==> config.mk <==
export PLATFORM = sky130hd
export DESIGN_NAME = shku_ctrl
export DESIGN_NICKNAME = d
export VERILOG_FILES = /design/src/rtl/shku_pkg.sv /design/src/rtl/shku_ctrl.sv
export SDC_FILE = /design/constraint.sdc
export NUM_CORES = 1
export LEC_CHECK = 0
export ABC_AREA = 1
export BUFFER_PORTS_ARGS = -buffer_cell sky130_fd_sc_hd__buf_2
export CAP_MARGIN = 20
export CORE_MARGIN = 3
export CORE_UTILIZATION = 25
export CTS_BUF_LIST = sky130_fd_sc_hd__clkbuf_16
export DETAILED_ROUTE_END_ITERATION = 7
export HOLD_SLACK_MARGIN = 0.06
export SETUP_SLACK_MARGIN = 0.2
export SLEW_MARGIN = 0
export SYNTH_ARGS = -nofsm -noshare
export SYNTH_HDL_FRONTEND = slang
export SYNTH_SLANG_ARGS = --single-unit
==> constraint.sdc <==
create_clock -name aclk -period 3.1 [get_ports aclk]
set_input_delay 0.465 -clock aclk [delete_from_list [all_inputs] [get_ports aclk]]
set_output_delay 0.465 -clock aclk [all_outputs]
set_load 0.05 [all_outputs]
==> src/rtl/shku_pkg.sv <==
// Shared types, codes and constants of the scalar heading Kalman update unit.
`default_nettype none

package shku_pkg;

    // Field and bus widths
    localparam int CMD_W      = 2;
    localparam int HEAD_W     = 32;
    localparam int YAW_W      = 31;
    localparam int VAR_W      = 64;
    localparam int ANG_W      = 35;   // working angle width, room for sums of three angles
    localparam int CFG_ADDR_W = 3;
    localparam int CFG_DATA_W = 64;
    localparam int S_TDATA_W  = 72;
    localparam int M_TDATA_W  = 96;
    localparam int MUL_W      = 33;
    localparam int DIV_STEPS  = 33;   // quotient bits 32 down to 0
    localparam int DIV_CNT_W  = 6;

    // Measurement sources
    localparam logic [CMD_W-1:0] SRC_RTK   = 2'd0;
    localparam logic [CMD_W-1:0] SRC_MAG   = 2'd1;
    localparam logic [CMD_W-1:0] SRC_DRIVE = 2'd2;

    // Configuration register indexes
    localparam logic [CFG_ADDR_W-1:0] REG_PROCESS_NOISE = 3'd0;
    localparam logic [CFG_ADDR_W-1:0] REG_RTK_NOISE     = 3'd1;
    localparam logic [CFG_ADDR_W-1:0] REG_MAG_NOISE     = 3'd2;
    localparam logic [CFG_ADDR_W-1:0] REG_DRIVE_NOISE   = 3'd3;
    localparam logic [CFG_ADDR_W-1:0] REG_MAG_ENABLE    = 3'd4;

    // Configuration reset values (Q16.48)
    localparam logic [VAR_W-1:0] PROCESS_NOISE_RST = 64'd281474977;
    localparam logic [VAR_W-1:0] RTK_NOISE_RST     = 64'd2814749767;
    localparam logic [VAR_W-1:0] MAG_NOISE_RST     = 64'd2814749767106560;
    localparam logic [VAR_W-1:0] DRIVE_NOISE_RST   = 64'd28147497671;
    localparam logic [VAR_W-1:0] ONE_Q48           = 64'd1 << 48;

    // Angle constants
    localparam logic [63:0] PI_Q60   = 64'h3243F6A8885A308D;
    localparam logic [63:0] PI_Q28_W = (PI_Q60 + 64'h80000000) >> 32;
    localparam logic [63:0] DEG2RAD_W = ((PI_Q60 >> 22) + 64'd90) / 64'd180;
    localparam logic [MUL_W-1:0] DEG2RAD = MUL_W'(DEG2RAD_W);

    localparam logic signed [ANG_W-1:0] PI_ANG     = ANG_W'(PI_Q28_W);
    localparam logic signed [ANG_W-1:0] TWO_PI_ANG = ANG_W'(2 * PI_Q28_W);

    localparam int DEG_SCALE = 1 << 22;
    localparam logic signed [ANG_W-1:0] DEG90_ANG  = ANG_W'(90 * DEG_SCALE);
    localparam logic signed [ANG_W-1:0] DEG180_ANG = ANG_W'(180 * DEG_SCALE);
    localparam logic signed [ANG_W-1:0] DEG360_ANG = ANG_W'(360 * DEG_SCALE);

    localparam logic [2*MUL_W-1:0] ROUND_HALF = 66'h80000000;

    // Datapath commands
    typedef enum logic [4:0] {
        DP_NOP,
        DP_LOAD,
        DP_DEG_INIT,
        DP_RAD_DRIVE,
        DP_DEG_MOD,
        DP_DEG_FOLD,
        DP_DEG_MUL,
        DP_RAD_DEG,
        DP_RAD_MOD,
        DP_DELTA,
        DP_NORM_LOAD,
        DP_NORM_STEP,
        DP_DIV_INIT,
        DP_DIV_STEP,
        DP_GAIN_MUL,
        DP_X_INIT,
        DP_X_DONE,
        DP_MUL_PL,
        DP_MUL_PH,
        DP_P_DONE,
        DP_RESULT
    } dp_cmd_t;

    // Datapath status toward the controller
    typedef struct packed {
        logic gate;        // captured item updates the filter
        logic drive;       // captured item is a drive-forward heading
        logic norm_busy;   // P or R still at or above 2^31
    } dp_status_t;

    typedef enum logic [4:0] {
        ST_IDLE,
        ST_CHECK,
        ST_DEG_MOD0,
        ST_DEG_MOD1,
        ST_DEG_FOLD,
        ST_DEG_MUL,
        ST_DEG_RAD,
        ST_DLT_MOD0,
        ST_DLT_MOD1,
        ST_DELTA,
        ST_NORM_LOAD,
        ST_NORM,
        ST_DIV,
        ST_GAIN,
        ST_X_INIT,
        ST_X_MOD0,
        ST_X_MOD1,
        ST_X_DONE,
        ST_MUL_PL,
        ST_MUL_PH,
        ST_P_DONE,
        ST_RESULT
    } state_t;

endpackage

`default_nettype wire

==> src/rtl/shku_ctrl.sv <==
// Sequencing state machine of the heading Kalman update.
`default_nettype none

module shku_ctrl
    import shku_pkg::*;
(
    input  wire logic       aclk,
    input  wire logic       aresetn,
    input  wire logic       s_tvalid,
    output logic            s_tready,
    output logic            m_tvalid,
    input  wire logic       m_tready,
    input  wire dp_status_t status,
    output dp_cmd_t         dp_cmd
);

    state_t               state_reg, state_next;
    logic [DIV_CNT_W-1:0] cnt_reg, cnt_next;
    logic                 m_valid_reg, m_valid_next;
    logic                 out_free;
    logic                 div_last;

    assign out_free = !m_valid_reg || m_tready;
    assign div_last = (cnt_reg == DIV_CNT_W'(DIV_STEPS - 1));

    always_ff @(posedge aclk) begin
        if (!aresetn) begin
            state_reg   <= ST_IDLE;
            cnt_reg     <= '0;
            m_valid_reg <= 1'b0;
        end else begin
            state_reg   <= state_next;
            cnt_reg     <= cnt_next;
            m_valid_reg <= m_valid_next;
        end
    end

    // next state
    always_comb begin
        state_next   = state_reg;
        cnt_next     = cnt_reg;
        m_valid_next = m_tready ? 1'b0 : m_valid_reg;
        unique case (state_reg)
            ST_IDLE:      if (s_tvalid) state_next = ST_CHECK;
            ST_CHECK: begin
                if (!status.gate)      state_next = ST_RESULT;
                else if (status.drive) state_next = ST_DLT_MOD0;
                else                   state_next = ST_DEG_MOD0;
            end
            ST_DEG_MOD0:  state_next = ST_DEG_MOD1;
            ST_DEG_MOD1:  state_next = ST_DEG_FOLD;
            ST_DEG_FOLD:  state_next = ST_DEG_MUL;
            ST_DEG_MUL:   state_next = ST_DEG_RAD;
            ST_DEG_RAD:   state_next = ST_DLT_MOD0;
            ST_DLT_MOD0:  state_next = ST_DLT_MOD1;
            ST_DLT_MOD1:  state_next = ST_DELTA;
            ST_DELTA:     state_next = ST_NORM_LOAD;
            ST_NORM_LOAD: state_next = ST_NORM;
            ST_NORM: begin
                if (!status.norm_busy) begin
                    state_next = ST_DIV;
                    cnt_next   = '0;
                end
            end
            ST_DIV: begin
                cnt_next = cnt_reg + 1'b1;
                if (div_last) state_next = ST_GAIN;
            end
            ST_GAIN:      state_next = ST_X_INIT;
            ST_X_INIT:    state_next = ST_X_MOD0;
            ST_X_MOD0:    state_next = ST_X_MOD1;
            ST_X_MOD1:    state_next = ST_X_DONE;
            ST_X_DONE:    state_next = ST_MUL_PL;
            ST_MUL_PL:    state_next = ST_MUL_PH;
            ST_MUL_PH:    state_next = ST_P_DONE;
            ST_P_DONE:    state_next = ST_RESULT;
            ST_RESULT: begin
                if (out_free) begin
                    state_next   = ST_IDLE;
                    m_valid_next = 1'b1;
                end
            end
            default:      state_next = ST_IDLE;
        endcase
    end

    // outputs
    always_comb begin
        s_tready = 1'b0;
        dp_cmd   = DP_NOP;
        unique case (state_reg)
            ST_IDLE: begin
                s_tready = 1'b1;
                if (s_tvalid) dp_cmd = DP_LOAD;
            end
            ST_CHECK:     dp_cmd = status.drive ? DP_RAD_DRIVE : DP_DEG_INIT;
            ST_DEG_MOD0:  dp_cmd = DP_DEG_MOD;
            ST_DEG_MOD1:  dp_cmd = DP_DEG_MOD;
            ST_DEG_FOLD:  dp_cmd = DP_DEG_FOLD;
            ST_DEG_MUL:   dp_cmd = DP_DEG_MUL;
            ST_DEG_RAD:   dp_cmd = DP_RAD_DEG;
            ST_DLT_MOD0:  dp_cmd = DP_RAD_MOD;
            ST_DLT_MOD1:  dp_cmd = DP_RAD_MOD;
            ST_DELTA:     dp_cmd = DP_DELTA;
            ST_NORM_LOAD: dp_cmd = DP_NORM_LOAD;
            ST_NORM:      dp_cmd = status.norm_busy ? DP_NORM_STEP : DP_DIV_INIT;
            ST_DIV:       dp_cmd = DP_DIV_STEP;
            ST_GAIN:      dp_cmd = DP_GAIN_MUL;
            ST_X_INIT:    dp_cmd = DP_X_INIT;
            ST_X_MOD0:    dp_cmd = DP_RAD_MOD;
            ST_X_MOD1:    dp_cmd = DP_RAD_MOD;
            ST_X_DONE:    dp_cmd = DP_X_DONE;
            ST_MUL_PL:    dp_cmd = DP_MUL_PL;
            ST_MUL_PH:    dp_cmd = DP_MUL_PH;
            ST_P_DONE:    dp_cmd = DP_P_DONE;
            ST_RESULT:    if (out_free) dp_cmd = DP_RESULT;
            default:      dp_cmd = DP_NOP;
        endcase
    end

    assign m_tvalid = m_valid_reg;

endmodule

`default_nettype wire

==> metrics.md <==
| Metric | Value |
|---|---|
| Status | `complete, no violations` |
| First-pass GRT wire length | `4460 um` |
| Crit-path max FO | `9` |
| Total grt overflow | `0` |
| Pin count of the biggest net entering global routing | `11` |
| CP arrival | `1830 ps` |
| Seq cells post-synth | `12` |
| CP startpoint kind | `register` |
| Area after DPL | `1130 um2` |
| Fillers | `429` |
| Crit-path cells | `nand2_2 -> nor2_4 -> nand2_2 -> nand2_4 -> nand2_4 -> o2111ai_1 -> buf_2` |
| Design area | `1200 um2` |
| Placement Setup Slack | `1050 ps` |
| Sequential share of power | `21.8%` |
| Mean area per synthesized cell | `6.21 um2` |
| Die X | `70.0 um` |
| Final Core Density | `31.7%` |
| Layout cell share with drive strength beyond 1 | `22.3%` |
| Die ar. | `4900 um2` |
| CP delay by family, top | `flip-flops` |
| Hold_sp | `cnt_reg[1]$_SDFFE_PN0P_` |
| Critical Path Source | `state_reg[1]$_SDFFE_PN0P_` |
| Slowest library cell on the worst path | `dfxtp_1` |
| # port buffers | `13` |
| IO Count | `14` |
| Avg WL per Cell | `11.9 um` |
| Final Hold Fails | `0` |
| Rel. slew slack | `70.1%` |
| Vias | `1077` |
| Sw Ratio | `54.1%` |
| Number of nets in the layout | `190` |
| Die Y | `70.0 um` |
| Skew-Pair Late Insertion Delay | `240 ps` |
| Overall Global Routing Usage | `11.6%` |
| Min cycle time layout | `2300 ps` |
| Slowest stage delay, CP | `590 ps` |
| Req. time, crit path | `2630 ps` |
| Max Clk Rate | `435 MHz` |
| Setup Viol. Count Final | `0` |
| Remaining DRCs | `0` |
| Clock tree buffer depth | `2` |
| Clk network pwr share | `21.0%` |
| Worst reg-to-reg path cell count | `7` |
| Worst vdd ir | `0.226 mV` |
| DRT iter0 DRCs | `149` |
| Non-filler instance count after layout | `227` |
| Root buffer cell | `clkbuf_16` |
| DP HPWL | `2170 um` |
| RSZ-0062 raised after global routing | `false` |
| Final WL | `2690 um` |
| Pins Over Slew Limit | `0` |
| Max FFs per register | `6` |
| Comb power frac | `57.2%` |
| Clock buffer count from CTS | `3` |
| Core Area | `3800 um2` |
| Depth of the CTS H-tree | `1` |
| Syn Inst Count | `165` |
| Number of diodes | `0` |
| Mean number of vias per cell | `4.74` |
| CP endpoint kind | `output port` |
| Max-Cap Viols | `0` |
| Post-CTS resize count | `0` |
| CTS tree | `done` |
| Worst-path clk slew | `40 ps` |
| Synth unique cells | `24` |
| R2R Path Start | `state_reg[1]$_SDFFE_PN0P_` |
| Class of the most critical setup path | `register to output port` |
| Post-CTS Setup Bufs | `0` |
| Setup crit end | `dp_cmd[2]` |
| Worst min-delay path class | `register to register` |
| Initial antenna violation count | `0` |
| DRT Pass-1 Iters | `4` |
| Yosys warnings | `0` |
| Reg2reg end | `cnt_reg[3]$_SDFFE_PN0P_` |
| CTS sink count | `12` |
| Final Worst Setup Slack | `803 ps` |
| Worst slew pin tran | `448 ps` |
| Leak | `0.000581 uW` |
| Critical path buffers and inverters | `1` |
| Period utilization | `74.1%` |
| Starting Density | `27.0%` |
| Setup TNS | `0 ps` |
| Stages on the worst setup path | `7` |
| P_int | `505 uW` |
| R2R Setup Slk | `1600 ps` |
| DRT antenna net count | `0` |
| Number of global-route vias before repair | `937` |
| Placed cell count | `224` |
| Core Rows | `22` |
| Hold_buf cts | `0` |
| Post-Syn Area | `1020 um2` |
| Post-Syn Nets | `174` |
| Final GP Congestion | `0.976` |
| Psw | `597 uW` |
| Area growth syn-to-layout | `17.3%` |
| Register area share after synthesis | `23.4%` |
| Power per cell area | `917 nW/um2` |
| Clock Skews | `4.65 ps` |
-- metrics by stage --
stage                     power, uW  hold WS, ps
after floorplan                 748          461
after global placement          872          479
after detailed placement        869          490
after CTS                      1110          499
after global routing           1180          529
final                          1100          499
-- worst reg2reg max path: stages (launching register included) --
cell and delay, ps:
dfxtp_1 590, nand2_2 140, nor2_4 180, nand3_4 150, nand2_4 170, nor2_2 40
nor2_1 80, nor2_1 40
-- placed cells by master, fill, tap and decap left out --
master and n:
inv_2 4, inv_1 19, nand2_2 4, nand3b_1 1, nand3_4 1, o2111ai_1 1
buf_2 13, ha_1 2, nor2_4 4, o21ai_2 1, nor2_2 5, nand3_1 22
xor2_1 1, nand4_1 6, nor2_1 27, nand2_1 32, o21ai_0 3, o21ai_1 1
or2_2 1, clkbuf_16 3, a21oi_1 11, dfxtp_1 12, nand3_2 2, nand2_4 2
nor3_1 1
-- power by group through the flow --
stage | Clock, uW | Combinational (uW) | Sequential [uW]
after floorplan | 0 | 543 | 205
after global placement | 0 | 630 | 242
after detailed placement | 0 | 625 | 244
after CTS | 239 | 627 | 241
after global routing | 249 | 688 | 246
final | 231 | 630 | 240
-- how the worst min path moves through the flow --
stage | cells after the start | to
floorplan | 2 | cnt_reg[3]$_SDFFE_PN0P_
global placement | 2 | cnt_reg[5]$_SDFFE_PN0P_
detailed placement | 2 | cnt_reg[3]$_SDFFE_PN0P_
CTS | 2 | cnt_reg[5]$_SDFFE_PN0P_
global route | 3 | state_reg[4]$_SDFFE_PN0P_
finish | 2 | cnt_reg[1]$_SDFFE_PN0P_
-- logic make-up (layout without fill, tap and decap cells) --
kind of cell	Yosys count	in the layout	share of synthesized area [%]
flip-flops	12	12	23.4
AND/OR/NAND/NOR	108	108	53.6
AO/OA/AOI/OAI	17	17	9.03
XOR/XNOR	1	1	0.855
adder cells (fa/ha/maj)	2	2	2.44
buffers and inverters	25	39	10.6
-- synthesized netlist by cell type --
library cell / n / area (um2)
nand2_1: 32 / 120
nor2_1: 27 / 101
nand3_1: 22 / 110
inv_1: 19 / 71.3
dfxtp_1: 12 / 240
a21oi_1: 11 / 55.1
nand4_1: 6 / 37.5
nor2_2: 5 / 31.3
inv_2: 4 / 15.0
nand2_2: 4 / 25.0
nor2_4: 4 / 45.0
o21ai_0: 3 / 15.0
buf_6: 2 / 22.5
ha_1: 2 / 25.0
nand2_4: 2 / 22.5
nand3_2: 2 / 20.0
nand3_4: 1 / 17.5
nand3b_1: 1 / 7.51
nor3_1: 1 / 5.00
o2111ai_1: 1 / 8.76
o21ai_1: 1 / 5.00
o21ai_2: 1 / 8.76
or2_2: 1 / 6.26
xor2_1: 1 / 8.76
-- per-layer routing --
metal / global-route usage, % / share of wire (%) / routed length [um] / vias to the layer above
met5: 0 / 0 / 0 / -
met4: 4.04 / 1.3 / 34 / 0
met3: 3.88 / 5.9 / 160 / 4
met2: 16.6 / 45 / 1210 / 29
met1: 16.1 / 48 / 1290 / 480
li1: - / - / - / 564
-- layout make-up --
type / instances / area (um2) / area share, %
clock buffer: 3 / 75.1 / 6.24
inverter: 23 / 86.3 / 7.18
sequential: 12 / 240 / 20.0
tap: 48 / 60.1 / 4.99
timing repair buffer: 13 / 65.1 / 5.41
multi-input combinational: 128 / 676 / 56.2
(Power assumes the default switching activity.)
